===== src/rtl/lms_pkg.sv =====
// Shared constants, types and command struct of the LMS adaptive filter.
package lms_pkg;

	localparam int TAPS   = 16;
	localparam int IDX_W  = (TAPS > 1) ? $clog2(TAPS) : 1;
	localparam int CNT_W  = $clog2(TAPS + 1);

	localparam int SMP_W  = 16;                  // Q1.15 sample / desired / output
	localparam int WGT_W  = 24;                  // Q4.20 weight
	localparam int STEP_W = 16;                  // Q0.16 step size
	localparam int PROD_W = WGT_W + SMP_W;       // Q5.35 product
	localparam int ACC_W  = PROD_W + $clog2(TAPS + 1);
	localparam int ERR_W  = SMP_W + 1;           // Q2.15 error
	localparam int MUE_W  = STEP_W + 1 + ERR_W;  // step * error
	localparam int UPD_W  = MUE_W + SMP_W;       // step * error * sample
	localparam int WSUM_W = WGT_W + 1;

	localparam int Y_SHIFT = 20;
	localparam int W_SHIFT = 26;

	localparam logic [STEP_W-1:0] STEP_RESET = STEP_W'(328);

	localparam logic signed [ACC_W-1:0]  ACC_Y_MAX  = ACC_W'(32767);
	localparam logic signed [ACC_W-1:0]  ACC_Y_MIN  = ACC_W'(-32768);
	localparam logic signed [WSUM_W-1:0] WSUM_W_MAX = WSUM_W'(8388607);
	localparam logic signed [WSUM_W-1:0] WSUM_W_MIN = WSUM_W'(-8388608);

	typedef logic signed [SMP_W-1:0] smp_t;
	typedef logic signed [WGT_W-1:0] wgt_t;

	typedef enum logic [2:0] {
		ST_IDLE,
		ST_MAC,
		ST_ROUND,
		ST_ERR,
		ST_UPD,
		ST_DONE
	} lms_state_t;

	typedef struct packed {
		logic             load;      // store sample, clear accumulator
		logic             mul;       // output pass: multiply tap
		logic             acc;       // output pass: accumulate product
		logic             round;     // round and saturate output
		logic             err;       // form step * error
		logic             upd_mul;   // update pass: multiply tap
		logic             upd_wr;    // update pass: write weight
		logic             emit;      // load output register, advance position
		logic [IDX_W-1:0] tap;
	} lms_cmd_t;

endpackage


===== src/rtl/lms_ctrl.sv =====
// Sequencer for the output pass, rounding, error and weight update pass.
module lms_ctrl (
	input  logic                clk,
	input  logic                arst_n,
	input  logic                in_valid,
	output logic                in_ready,
	input  logic                out_ready,
	output logic                out_valid,
	output lms_pkg::lms_cmd_t   cmd
);

	lms_pkg::lms_state_t             state_q, state_d;
	logic [lms_pkg::CNT_W-1:0]       cnt_q, cnt_d;
	logic                            out_valid_q;
	logic                            cnt_last;
	logic                            can_emit;

	assign cnt_last = (cnt_q == lms_pkg::CNT_W'(lms_pkg::TAPS));
	assign can_emit = !out_valid_q || out_ready;

	always_comb begin
		state_d = state_q;
		cnt_d   = cnt_q;
		unique case (state_q)
			lms_pkg::ST_IDLE: begin
				if (in_valid) begin
					state_d = lms_pkg::ST_MAC;
					cnt_d   = '0;
				end
			end
			lms_pkg::ST_MAC: begin
				cnt_d = cnt_q + 1'b1;
				if (cnt_last) begin
					state_d = lms_pkg::ST_ROUND;
					cnt_d   = '0;
				end
			end
			lms_pkg::ST_ROUND: state_d = lms_pkg::ST_ERR;
			lms_pkg::ST_ERR:   state_d = lms_pkg::ST_UPD;
			lms_pkg::ST_UPD: begin
				cnt_d = cnt_q + 1'b1;
				if (cnt_last) begin
					state_d = lms_pkg::ST_DONE;
					cnt_d   = '0;
				end
			end
			lms_pkg::ST_DONE: begin
				if (can_emit) state_d = lms_pkg::ST_IDLE;
			end
			default: state_d = lms_pkg::ST_IDLE;
		endcase
	end

	always_comb begin
		cmd      = '0;
		cmd.tap  = cnt_q[lms_pkg::IDX_W-1:0];
		in_ready = 1'b0;
		unique case (state_q)
			lms_pkg::ST_IDLE: begin
				in_ready = 1'b1;
				cmd.load = in_valid;
			end
			lms_pkg::ST_MAC: begin
				cmd.mul = !cnt_last;
				cmd.acc = (cnt_q != '0);
			end
			lms_pkg::ST_ROUND: cmd.round = 1'b1;
			lms_pkg::ST_ERR:   cmd.err   = 1'b1;
			lms_pkg::ST_UPD: begin
				cmd.upd_mul = !cnt_last;
				cmd.upd_wr  = (cnt_q != '0);
			end
			lms_pkg::ST_DONE: cmd.emit = can_emit;
			default: ;
		endcase
	end

	always_ff @(posedge clk or negedge arst_n) begin
		if (!arst_n) begin
			state_q     <= lms_pkg::ST_IDLE;
			cnt_q       <= '0;
			out_valid_q <= 1'b0;
		end else begin
			state_q <= state_d;
			cnt_q   <= cnt_d;
			if (cmd.emit)
				out_valid_q <= 1'b1;
			else if (out_ready)
				out_valid_q <= 1'b0;
		end
	end

	assign out_valid = out_valid_q;

endmodule


===== config.mk =====
export PLATFORM = sky130hd
export DESIGN_NAME = lms_ctrl
export DESIGN_NICKNAME = d
export VERILOG_FILES = /design/src/rtl/lms_pkg.sv /design/src/rtl/lms_ctrl.sv
export SDC_FILE = /design/constraint.sdc
export NUM_CORES = 1
export LEC_CHECK = 0
export BUFFER_PORTS_ARGS = -buffer_cell sky130_fd_sc_hd__clkbuf_2
export CORE_AREA = 2 2 39 41
export DETAILED_ROUTE_END_ITERATION = 6
export DIE_AREA = 0 0 41 43
export PLACE_DENSITY = 0.81
export SLEW_MARGIN = 20
export SYNTH_ARGS = -nofsm -noshare
export SYNTH_HDL_FRONTEND = slang
export SYNTH_SLANG_ARGS = --single-unit
export TNS_END_PERCENT = 20

===== constraint.sdc =====
create_clock -name clk -period 2.4 [get_ports clk]
set_input_delay 0.36 -clock clk [delete_from_list [all_inputs] [get_ports clk]]
set_output_delay 0.36 -clock clk [all_outputs]
set_load 0.1 [all_outputs]

==> results_dict.tcl <==
set metrics [dict create \
    outcome "complete, no violations" \
    finalMaxSlewViolations 0 \
    drt_wl_total_mm 1.33 \
    final-setup-viol-count 0 \
    drt_pre_antenna_iters 3 \
    num-fill-cells 140 \
    fin_crit_ns 2.18 \
    grt_util_overall_pct 18.8 \
    proportion_of_power_drawn_by_the_clock_network_pct 15.4 \
    postSynth.asyncResetShare_pct 100 \
    drive_above_1_share_pct 30.7 \
    max_cap_violations 0 \
    layoutNonFillerInstCount 104 \
    yosysWarnings 0 \
    multi_input_comb_area_um2 334 \
    seq_area_um2 225 \
    y_dimension_of_the_die_um 43 \
    ir_drop_worst_case_vdd_mv 0.628 \
    tns_ns 0 \
    remaining_drc_errors 0 \
    areaGrowthSynthToFinish_pct 16.5 \
    antenna_found_initial 0 \
    yosys.area.top_type "dfrtp_1" \
    grt_first_pass_wirelength_mm 2.17 \
    finalInstanceArea_um2 734 \
    post-dp-hpwl_um 996 \
    worstHoldPathCells 3 \
    worst_pin_slew_ns 0.545 \
    hold_class "input port to register" \
    dp_worst_setup_slack_ns 0.524 \
    antennaDiodeCount 0 \
    synth_sequential_area_ratio_pct 35.7 \
    initial_core_util_pct 45.6 \
    timing_hold_violations_final 0 \
    timing.max_slew.rel_slack_pct 63.8 \
    min_period_over_period_pct 90.7 \
    ff2ff_path_depth 5 \
    fin_nets 95 \
    chipWidth_um 41 \
    hold-worst-slack_ns 0.399 \
    post_drt_wl_per_cell_um 12.8 \
    finClkSkew_ns 0.00658 \
    syn_inst 72 \
    post-layout-total-power_mw 0.784 \
    synthDistinctLibCells 30 \
    mappedNetlistArea_um2 631 \
    setup.worst_path.end_class "output pin" \
    critical_path_class "register to output pin" \
    startpoint_of_the_worst_hold_path "in_valid" \
    syn-num-nets 78 \
    cts_tree "yes" \
    grt_remaining_overflow 0 \
    fmaxAchievable_mhz 459 \
    first_global_vias 507 \
    timing.critical_path.arrival_ns 1.82 \
    synth.area.top_cells "dfrtp_1 (36%), buf_4 (7.1%), nor3_1 (5.6%)" \
    fp-row-count 14 \
    cts_setup_buffers 0 \
    share_comb_of_total_power_pct 56.2 \
    rsz0062_at_grt "no" \
    power.density_cell_area_nw_per_um2 1070 \
    io_pins 18 \
    clkLatencyLatePin_ns 0.27 \
    ctsRootBufferMaster "clkbuf_4" \
    cts.sinks 9 \
    die-area_um2 1760 \
    antenna_violating_nets_post_route 0 \
    maximum_fanout_count_along_the_critical_path 6 \
    crit_path_start_kind "register" \
    total_switching_power_mw 0.452 \
    dpl.cell_count 99 \
    worst_setup_path_startpoint "cnt_q[0]" \
    r2r-start "cnt_q[0]" \
    synth_edf_count 0 \
    ys_top_cells_by_count "dfrtp_1 (9), inv_1 (7), nor3_1 (7), buf_4 (6), nand2_1 (6)" \
    dr_total_vias 576 \
    internal-power_mw 0.332 \
    htreeDepth 1 \
    floorplan.core_area_um2 1380 \
    io_buffers 17 \
    place.gp.congestion 0.740 \
    total_leakage_power_nw 0.367 \
    worst_setup_hold_path_clk_slew_ns 0.07 \
    leading_register_cell_type_out_of_synthesis "dfrtp_1" \
    seq_power_share_pct 28.4 \
    cts_inserted_buffers 3 \
    avgSynthCellArea_um2 8.76 \
    synth_largest_type_area_fraction_pct 35.7 \
    post_dp_cell_area_um2 698 \
    ys_ff_latch 9 \
    final_core_util_pct 53.1 \
    clock_path_buffers 2 \
    viasPerCell 5.54 \
    detailedRoute.firstIterationViolations 5 \
    setup_slack_ns 0.222 \
    grt_start_max_net_pins 15 \
    data_required_time_of_the_critical_path_ns 2.04 \
    synth.most_common_cell "dfrtp_1" \
    power.switching_fraction_pct 57.6 \
]
-- power by group through the flow --
stage / registers [mW] / clock network [mW] / logic, mW
2_1_floorplan: 0.212 / 0 / 0.426
3_3_place_gp: 0.223 / 0 / 0.438
3_5_place_dp: 0.226 / 0 / 0.441
4_1_cts: 0.223 / 0.123 / 0.443
5_1_grt: 0.230 / 0.134 / 0.467
6_report: 0.223 / 0.121 / 0.441
-- cell usage in the layout (no fill, tap or decap), types with 2 or more instances in the layout --
| cell | count |
|---|---|
| o31ai_1 | 2 |
| a2111oi_0 | 2 |
| ha_1 | 2 |
| inv_1 | 7 |
| nor3_1 | 6 |
| clkbuf_4 | 3 |
| o21ai_0 | 2 |
| and2_1 | 2 |
| nand2b_1 | 3 |
| o22ai_1 | 2 |
| dfrtp_1 | 9 |
| clkbuf_2 | 17 |
| nor2_1 | 3 |
| nand3_1 | 3 |
| nand2_1 | 6 |
-- layout make-up --
cell class                      count  area share, %
Clock buffer                        4           3.58
Inverter                            7           3.58
Multi-Input combinational cell     49           45.5
Sequential cell                     9           30.7
Tap cell                           16           2.73
Timing Repair Buffer               19           14.0
-- flip-flops by register name, summed over array words and instances (netlist names) --
| name | cells |
|---|---|
| cnt_q | 5 |
| state_q | 3 |
| out_valid | 1 |
-- what timing repair did --
action                    in CTS  in global routing
hold buffers                   1                  0
hold endpoints to repair       9                  0
resized for setup              0                  0
-- metal layers --
layer,share of wire (%),global-route usage (%),vias to the layer above
met3,6.3,6.28,4
met2,46,27.2,22
met1,46,23.7,264
met5,0,0,-
li1,-,-,286
met4,1.8,10.0,0
-- critical path, stage by stage (launching register included) --
cell	delay, ns
dfrtp_1	0.43
inv_1	0.08
ha_1	0.15
nor4b_1	0.41
nor3_1	0.10
clkbuf_2	0.39
-- cells by family after synthesis --
family	synth area share (%)
mux	1.79
compound gates	16.5
flops	35.7
xor+xnor	2.78
simple gates	27.2
fa+ha+maj	3.97
buf+inv	12.1
-- path summary, 6_finish.rpt --
check,end,slack (ns)
worst max register to register,cnt_q[4],0.85
max in group asynchronous,state_q[2],1.72
worst min register to register,out_valid,0.55
worst max-delay path,cmd[9],0.22
worst min-delay path,state_q[0],0.40
min in group asynchronous,cnt_q[3],0.48
(Power assumes the default switching activity.)
