$ cat config.mk
export PLATFORM = sky130hd
export DESIGN_NAME = lms_dp
export DESIGN_NICKNAME = d
export VERILOG_FILES = /design/src/rtl/lms_pkg.sv /design/src/rtl/lms_dp.sv
export SDC_FILE = /design/constraint.sdc
export NUM_CORES = 2
export LEC_CHECK = 0
export ABC_AREA = 1
export ABC_CLOCK_PERIOD_IN_PS = 9900
export BUFFER_PORTS_ARGS = -buffer_cell sky130_fd_sc_hd__buf_2
export CAP_MARGIN = 25
export CORE_UTILIZATION = 35
export CTS_BUF_LIST = sky130_fd_sc_hd__clkbuf_16
export CTS_CLUSTER_SIZE = 8
export DETAILED_ROUTE_END_ITERATION = 6
export REMOVE_ABC_BUFFERS = 1
export SLEW_MARGIN = 10
export SYNTH_ARGS = -nofsm -noshare
export SYNTH_HDL_FRONTEND = slang
export SYNTH_SLANG_ARGS = --single-unit
export TNS_END_PERCENT = 30
$ cat constraint.sdc
create_clock -name clk -period 9.9 [get_ports clk]
set_input_delay 0.495 -clock clk [delete_from_list [all_inputs] [get_ports clk]]
set_output_delay 0.495 -clock clk [all_outputs]
set_load 0.005 [all_outputs]
$ cat src/rtl/lms_pkg.sv
// Shared constants, types and command struct of the LMS adaptive filter.
package lms_pkg;

	localparam int TAPS   = 16;
	localparam int IDX_W  = (TAPS > 1) ? $clog2(TAPS) : 1;
	localparam int CNT_W  = $clog2(TAPS + 1);

	localparam int SMP_W  = 16;                  // Q1.15 sample / desired / output
	localparam int WGT_W  = 24;                  // Q4.20 weight
	localparam int STEP_W = 16;                  // Q0.16 step size
	localparam int PROD_W = WGT_W + SMP_W;       // Q5.35 product
	localparam int ACC_W  = PROD_W + $clog2(TAPS + 1);
	localparam int ERR_W  = SMP_W + 1;           // Q2.15 error
	localparam int MUE_W  = STEP_W + 1 + ERR_W;  // step * error
	localparam int UPD_W  = MUE_W + SMP_W;       // step * error * sample
	localparam int WSUM_W = WGT_W + 1;

	localparam int Y_SHIFT = 20;
	localparam int W_SHIFT = 26;

	localparam logic [STEP_W-1:0] STEP_RESET = STEP_W'(328);

	localparam logic signed [ACC_W-1:0]  ACC_Y_MAX  = ACC_W'(32767);
	localparam logic signed [ACC_W-1:0]  ACC_Y_MIN  = ACC_W'(-32768);
	localparam logic signed [WSUM_W-1:0] WSUM_W_MAX = WSUM_W'(8388607);
	localparam logic signed [WSUM_W-1:0] WSUM_W_MIN = WSUM_W'(-8388608);

	typedef logic signed [SMP_W-1:0] smp_t;
	typedef logic signed [WGT_W-1:0] wgt_t;

	typedef enum logic [2:0] {
		ST_IDLE,
		ST_MAC,
		ST_ROUND,
		ST_ERR,
		ST_UPD,
		ST_DONE
	} lms_state_t;

	typedef struct packed {
		logic             load;      // store sample, clear accumulator
		logic             mul;       // output pass: multiply tap
		logic             acc;       // output pass: accumulate product
		logic             round;     // round and saturate output
		logic             err;       // form step * error
		logic             upd_mul;   // update pass: multiply tap
		logic             upd_wr;    // update pass: write weight
		logic             emit;      // load output register, advance position
		logic [IDX_W-1:0] tap;
	} lms_cmd_t;

endpackage

$ cat src/rtl/lms_dp.sv
// Datapath: sample history, weights, multipliers, accumulator, output register.
module lms_dp (
	input  logic                          clk,
	input  logic                          arst_n,
	input  lms_pkg::lms_cmd_t             cmd,
	input  lms_pkg::smp_t                 sample_in,
	input  lms_pkg::smp_t                 desired_in,
	input  logic                          cfg_wr_en,
	input  logic [lms_pkg::STEP_W-1:0]    cfg_wr_data,
	output lms_pkg::smp_t                 filter_out
);

	logic [lms_pkg::STEP_W-1:0]           step_q;
	lms_pkg::smp_t                        hist_q [lms_pkg::TAPS];
	lms_pkg::wgt_t                        wgt_q  [lms_pkg::TAPS];
	logic [lms_pkg::IDX_W-1:0]            pos_q;
	lms_pkg::smp_t                        desired_q;
	lms_pkg::smp_t                        y_q;
	lms_pkg::smp_t                        out_q;
	logic signed [lms_pkg::ACC_W-1:0]     acc_q;
	logic signed [lms_pkg::MUE_W-1:0]     mue_q;
	logic signed [lms_pkg::PROD_W-1:0]    prod_s1;
	logic signed [lms_pkg::UPD_W-1:0]     uprod_s1;
	logic [lms_pkg::IDX_W-1:0]            widx_s1;

	logic [lms_pkg::IDX_W-1:0]            hidx;
	logic [lms_pkg::IDX_W-1:0]            widx;
	lms_pkg::smp_t                        hist_rd;
	lms_pkg::wgt_t                        wgt_rd;
	logic signed [lms_pkg::ACC_W-1:0]     acc_rnd;
	logic signed [lms_pkg::ACC_W-1:0]     acc_sh;
	lms_pkg::smp_t                        y_sat;
	logic signed [lms_pkg::ERR_W-1:0]     err;
	logic signed [lms_pkg::STEP_W:0]      step_sx;
	logic signed [lms_pkg::UPD_W-1:0]     upd_rnd;
	logic signed [lms_pkg::WSUM_W-1:0]    inc;
	logic signed [lms_pkg::WSUM_W-1:0]    wsum;
	lms_pkg::wgt_t                        wnew;

	// history slot of the sample that arrived tap steps ago
	assign hidx = (pos_q >= cmd.tap)
		? pos_q - cmd.tap
		: pos_q + lms_pkg::IDX_W'(lms_pkg::TAPS) - cmd.tap;
	// one weight read port: update pass reads the slot being written back
	assign widx    = cmd.upd_wr ? widx_s1 : cmd.tap;
	assign hist_rd = hist_q[hidx];
	assign wgt_rd  = wgt_q[widx];

	// output: add half LSB, floor, saturate
	assign acc_rnd = acc_q + (lms_pkg::ACC_W'(1) <<< (lms_pkg::Y_SHIFT - 1));
	assign acc_sh  = acc_rnd >>> lms_pkg::Y_SHIFT;
	always_comb begin
		priority if (acc_sh > lms_pkg::ACC_Y_MAX)
			y_sat = lms_pkg::SMP_W'(lms_pkg::ACC_Y_MAX);
		else if (acc_sh < lms_pkg::ACC_Y_MIN)
			y_sat = lms_pkg::SMP_W'(lms_pkg::ACC_Y_MIN);
		else
			y_sat = acc_sh[lms_pkg::SMP_W-1:0];
	end

	assign err     = lms_pkg::ERR_W'(desired_q) - lms_pkg::ERR_W'(y_q);
	assign step_sx = signed'({1'b0, step_q});

	// weight increment rounded to Q4.20, then saturating add
	assign upd_rnd = uprod_s1 + (lms_pkg::UPD_W'(1) <<< (lms_pkg::W_SHIFT - 1));
	assign inc     = lms_pkg::WSUM_W'(upd_rnd >>> lms_pkg::W_SHIFT);
	assign wsum    = lms_pkg::WSUM_W'(wgt_rd) + inc;
	always_comb begin
		priority if (wsum > lms_pkg::WSUM_W_MAX)
			wnew = lms_pkg::WGT_W'(lms_pkg::WSUM_W_MAX);
		else if (wsum < lms_pkg::WSUM_W_MIN)
			wnew = lms_pkg::WGT_W'(lms_pkg::WSUM_W_MIN);
		else
			wnew = wsum[lms_pkg::WGT_W-1:0];
	end

	always_ff @(posedge clk or negedge arst_n) begin
		if (!arst_n) begin
			step_q <= lms_pkg::STEP_RESET;
			pos_q  <= '0;
			for (int i = 0; i < lms_pkg::TAPS; i++) begin
				hist_q[i] <= '0;
				wgt_q[i]  <= '0;
			end
		end else begin
			if (cfg_wr_en)
				step_q <= cfg_wr_data;
			if (cmd.load)
				hist_q[pos_q] <= sample_in;
			if (cmd.upd_wr)
				wgt_q[widx_s1] <= wnew;
			if (cmd.emit)
				pos_q <= (pos_q == lms_pkg::IDX_W'(lms_pkg::TAPS - 1)) ? '0 : pos_q + 1'b1;
		end
	end

	always_ff @(posedge clk) begin
		if (cmd.load) begin
			desired_q <= desired_in;
			acc_q     <= '0;
		end else if (cmd.acc) begin
			acc_q <= acc_q + lms_pkg::ACC_W'(prod_s1);
		end
		if (cmd.mul)
			prod_s1 <= wgt_rd * hist_rd;
		if (cmd.round)
			y_q <= y_sat;
		if (cmd.err)
			mue_q <= step_sx * err;
		if (cmd.upd_mul) begin
			uprod_s1 <= mue_q * hist_rd;
			widx_s1  <= cmd.tap;
		end
		if (cmd.emit)
			out_q <= y_q;
	end

	assign filter_out = out_q;

endmodule

==> flow_results.xml <==
<?xml version="1.0" encoding="UTF-8"?>
<metrics>
  <group name="hold_path">
    <metric name="timing.hold.worst.class" unit="">input pin to register</metric>
    <metric name="worstHoldPathCells" unit="">3</metric>
    <metric name="min_delay_worst_endpoint" unit="">step_q[6]</metric>
    <metric name="min_from" unit="">cfg_wr_en</metric>
  </group>
  <group name="place">
    <metric name="dpl.cell_count" unit="">13570</metric>
    <metric name="place.detailed.hpwl" unit="um">194000</metric>
    <metric name="preCtsSetupSlack" unit="ps">750.9</metric>
    <metric name="place.port_buffers" unit="">78</metric>
    <metric name="place.gp.congestion" unit="">0.9495</metric>
    <metric name="post_dp_cell_area" unit="um2">89120</metric>
  </group>
  <group name="route">
    <metric name="drc_errors" unit="">0</metric>
    <metric name="dr_pass1_iterations" unit="">6</metric>
    <metric name="route.detailed.vias_per_inst" unit="">4.963</metric>
    <metric name="wl" unit="um">260000</metric>
    <metric name="ant_nets" unit="">0</metric>
    <metric name="avgRoutedWirePerCell" unit="um">18.85</metric>
    <metric name="detailedRoute.firstIterationViolations" unit="">5382</metric>
    <metric name="vias" unit="">68460</metric>
  </group>
  <group name="synthesis">
    <metric name="synth_seq_area_share" unit="%">25.73</metric>
    <metric name="netlist.area_leader.share" unit="%">25.80</metric>
    <metric name="area_of_the_mapped_netlist" unit="um2">85340</metric>
    <metric name="postSynthCellCount" unit="">10600</metric>
    <metric name="ys_ff_latch" unit="">856</metric>
    <metric name="synth_ff_type" unit="">sky130_fd_sc_hd__dfrtp_1</metric>
    <metric name="post_synth_main_area_contributors" unit="">sky130_fd_sc_hd__fa_1 26%, sky130_fd_sc_hd__dfrtp_1 19%, sky130_fd_sc_hd__nand2_1 12%</metric>
    <metric name="synth.avg_cell_area" unit="um2">8.055</metric>
    <metric name="yosys.cell_types.count" unit="">65</metric>
    <metric name="synth_enable_flop_cells" unit="">151</metric>
    <metric name="synthArstFlopShare" unit="%">77.10</metric>
    <metric name="synth_area_leader_cell" unit="">sky130_fd_sc_hd__fa_1</metric>
    <metric name="yosys_warning_count" unit="">0</metric>
  </group>
  <group name="timing">
    <metric name="timing_max_transition_violations_final" unit="">0</metric>
    <metric name="worst_slew_margin" unit="%">26.07</metric>
    <metric name="timing.final.ws_setup" unit="ps">677.1</metric>
    <metric name="finalCritPeriodShare" unit="%">93.16</metric>
    <metric name="finalSetupViolCount" unit="">0</metric>
    <metric name="final.min_clock_period" unit="ps">9223</metric>
    <metric name="grt_setup_unrepaired" unit="">false</metric>
    <metric name="timing_hold_violations_final" unit="">0</metric>
    <metric name="timing.fmax" unit="GHz">0.1084</metric>
    <metric name="tightest_slew" unit="ps">1109</metric>
    <metric name="skew" unit="ps">127.7</metric>
  </group>
  <group name="die">
    <metric name="dieWidth" unit="um">495.8</metric>
    <metric name="core" unit="um2">241400</metric>
    <metric name="i_o_pin_total" unit="">79</metric>
    <metric name="die_h" unit="um">495.8</metric>
    <metric name="initial_utilization" unit="%">35.35</metric>
    <metric name="total_die_area" unit="um2">245800</metric>
    <metric name="count_of_standard_cell_rows" unit="">180</metric>
  </group>
  <group name="worst_setup_path">
    <metric name="rr_startpoint" unit="">pos_q[0]</metric>
    <metric name="rr_worst_depth" unit="">35</metric>
    <metric name="max_stage_delay" unit="ps">640</metric>
    <metric name="crit_path_start_kind" unit="">register</metric>
    <metric name="path_class" unit="">register to register</metric>
    <metric name="critical_path.max_fanout" unit="">106</metric>
    <metric name="r2r-end" unit="">prod_s1[39]</metric>
    <metric name="worst_path_max_delay_cell" unit="">sky130_fd_sc_hd__inv_1</metric>
    <metric name="setup.worst_path.end_class" unit="">register</metric>
    <metric name="cp.required" unit="ps">10460</metric>
    <metric name="ff2ff_setup_slack" unit="ps">680</metric>
    <metric name="cp_data_arrival_time" unit="ps">9780</metric>
  </group>
  <group name="final_layout">
    <metric name="design_area" unit="um2">93000</metric>
    <metric name="final_net_count" unit="">12150</metric>
    <metric name="layout.cells.most_common" unit="">sky130_fd_sc_hd__nand2_1</metric>
    <metric name="layout_common_cells" unit="">2658 x sky130_fd_sc_hd__nand2_1, 2082 x sky130_fd_sc_hd__inv_1, 1100 x sky130_fd_sc_hd__fa_1</metric>
    <metric name="synthToLayoutAreaGrowth" unit="%">8.979</metric>
    <metric name="final_cell_count_no_fill" unit="">13790</metric>
    <metric name="drive_gt1_share" unit="%">4.726</metric>
    <metric name="multi_input_area" unit="um2">53470</metric>
    <metric name="fillCellCount" unit="">25000</metric>
    <metric name="regArea" unit="um2">21950</metric>
  </group>
  <group name="clock_network">
    <metric name="tritoncts.num_buffers" unit="">119</metric>
    <metric name="clock_tree.htree_level_count" unit="">3</metric>
    <metric name="ctsLongestPathBuffers" unit="">3</metric>
    <metric name="worst_skew_pair.late_latency" unit="ps">810</metric>
    <metric name="clock_sinks" unit="">856</metric>
    <metric name="cts_root_buffer" unit="">sky130_fd_sc_hd__clkbuf_16</metric>
    <metric name="cts_tree" unit="">done</metric>
    <metric name="clkSlewWorstSetupHoldPaths" unit="ps">60</metric>
    <metric name="post_cts.repair.setup_buffers" unit="">0</metric>
  </group>
  <group name="status">
    <metric name="outcome" unit="">completed</metric>
  </group>
  <group name="global_route">
    <metric name="grt_usage" unit="%">21.35</metric>
    <metric name="grt_remaining_overflow" unit="">0</metric>
    <metric name="grt_antenna_before_repair" unit="">13</metric>
    <metric name="grt_pass1_wl" unit="um">405600</metric>
    <metric name="grt_max_degree" unit="">154</metric>
    <metric name="first_global_vias" unit="">68990</metric>
  </group>
  <group name="job">
    <metric name="max_cap_viol_count" unit="">0</metric>
  </group>
</metrics>
-- synth_stat cells, types with 45 or more instances --
master	instances
sky130_fd_sc_hd__ha_1	434
sky130_fd_sc_hd__dfxtp_1	45
sky130_fd_sc_hd__xnor2_1	57
sky130_fd_sc_hd__nand3_1	293
sky130_fd_sc_hd__nand2_1	2662
sky130_fd_sc_hd__o21ai_0	731
sky130_fd_sc_hd__dfrtp_1	657
sky130_fd_sc_hd__edfxtp_1	151
sky130_fd_sc_hd__clkbuf_1	250
sky130_fd_sc_hd__fa_1	1100
sky130_fd_sc_hd__a21oi_1	454
sky130_fd_sc_hd__o211ai_1	85
sky130_fd_sc_hd__inv_1	2050
sky130_fd_sc_hd__xor2_1	140
sky130_fd_sc_hd__nor3_1	52
sky130_fd_sc_hd__buf_2	153
sky130_fd_sc_hd__nor2_1	834
sky130_fd_sc_hd__a31oi_1	48
-- state kept, by name, summed over array words and instances, names as in the netlist --
signal      cells
widx_s1         4
hist_q        256
y_q            16
acc_q          45
wgt_q         384
step_q         16
prod_s1        40
pos_q           4
uprod_s1       25
mue_q          34
filter_out     16
desired_q      16
-- layer usage --
metal	GRT usage (%)	vias to the layer above	part of all wire (%)
li1	-	32240	-
met1	29.19	33490	44
met5	0	-	0.0092
met2	33.71	2284	45
met4	6.987	4	3.5
met3	4.363	439	8.0
-- how the worst max path moves through the flow --
stage / startpoint / to / slack (ps)
floorplan: cmd[1] / prod_s1[26] / -6590
global placement: cmd[0] / prod_s1[39] / 720
detailed placement: cmd[0] / prod_s1[39] / 750
CTS: pos_q[0] / prod_s1[39] / 730
global route: pos_q[0] / prod_s1[39] / 210
finish: pos_q[0] / prod_s1[39] / 680
-- cells by family after synthesis --
| logic type | count (synthesis) | share of synthesized area, % |
|---|---|---|
| simple gates | 3969 | 18.59 |
| fa+ha+maj | 1534 | 32.17 |
| flops | 856 | 25.73 |
| buf+inv | 2548 | 11.75 |
| xor+xnor | 200 | 2.092 |
| compound gates | 1468 | 9.436 |
| mux | 20 | 0.2346 |
-- critical path: cells and delay by family (launching register included) --
family	cells	cell delay (ps)
adder cells (fa/ha/maj)	9	3960
AND/OR/NAND/NOR	11	2010
buffers and inverters	10	1870
AO/OA/AOI/OAI	4	430
flip-flops	1	410
XOR/XNOR	1	210
-- timing repair --
item                                   CTS  global route
hold buffers                            51             0
endpoints found under the hold margin  169             0
resized for setup                        0             0
-- per-stage QoR --
step                      setup TNS (ps)  utilization, %  hold slack [ps]
after floorplan                 -1856360               -            199.4
after global placement                 0           36.91            461.2
after detailed placement               0           36.91            464.3
after CTS                              0           38.50            39.78
after global routing                   0           38.52            121.8
final                                  0           38.52            109.4
-- cell type report --
class / count / share of cell area, %
multi-input cells: 7191 / 57.49
flip-flops and latches: 856 / 23.61
inverters: 2078 / 8.388
well taps: 3185 / 4.285
clock buffers: 119 / 3.202
repair buffers: 307 / 2.626
clock inverters: 49 / 0.3780
diodes: 7 / 0.01884
Power is left out: the tool's default activity adds up to more than one toggle a clock period on the data nets, which glitch-free logic cannot reach.
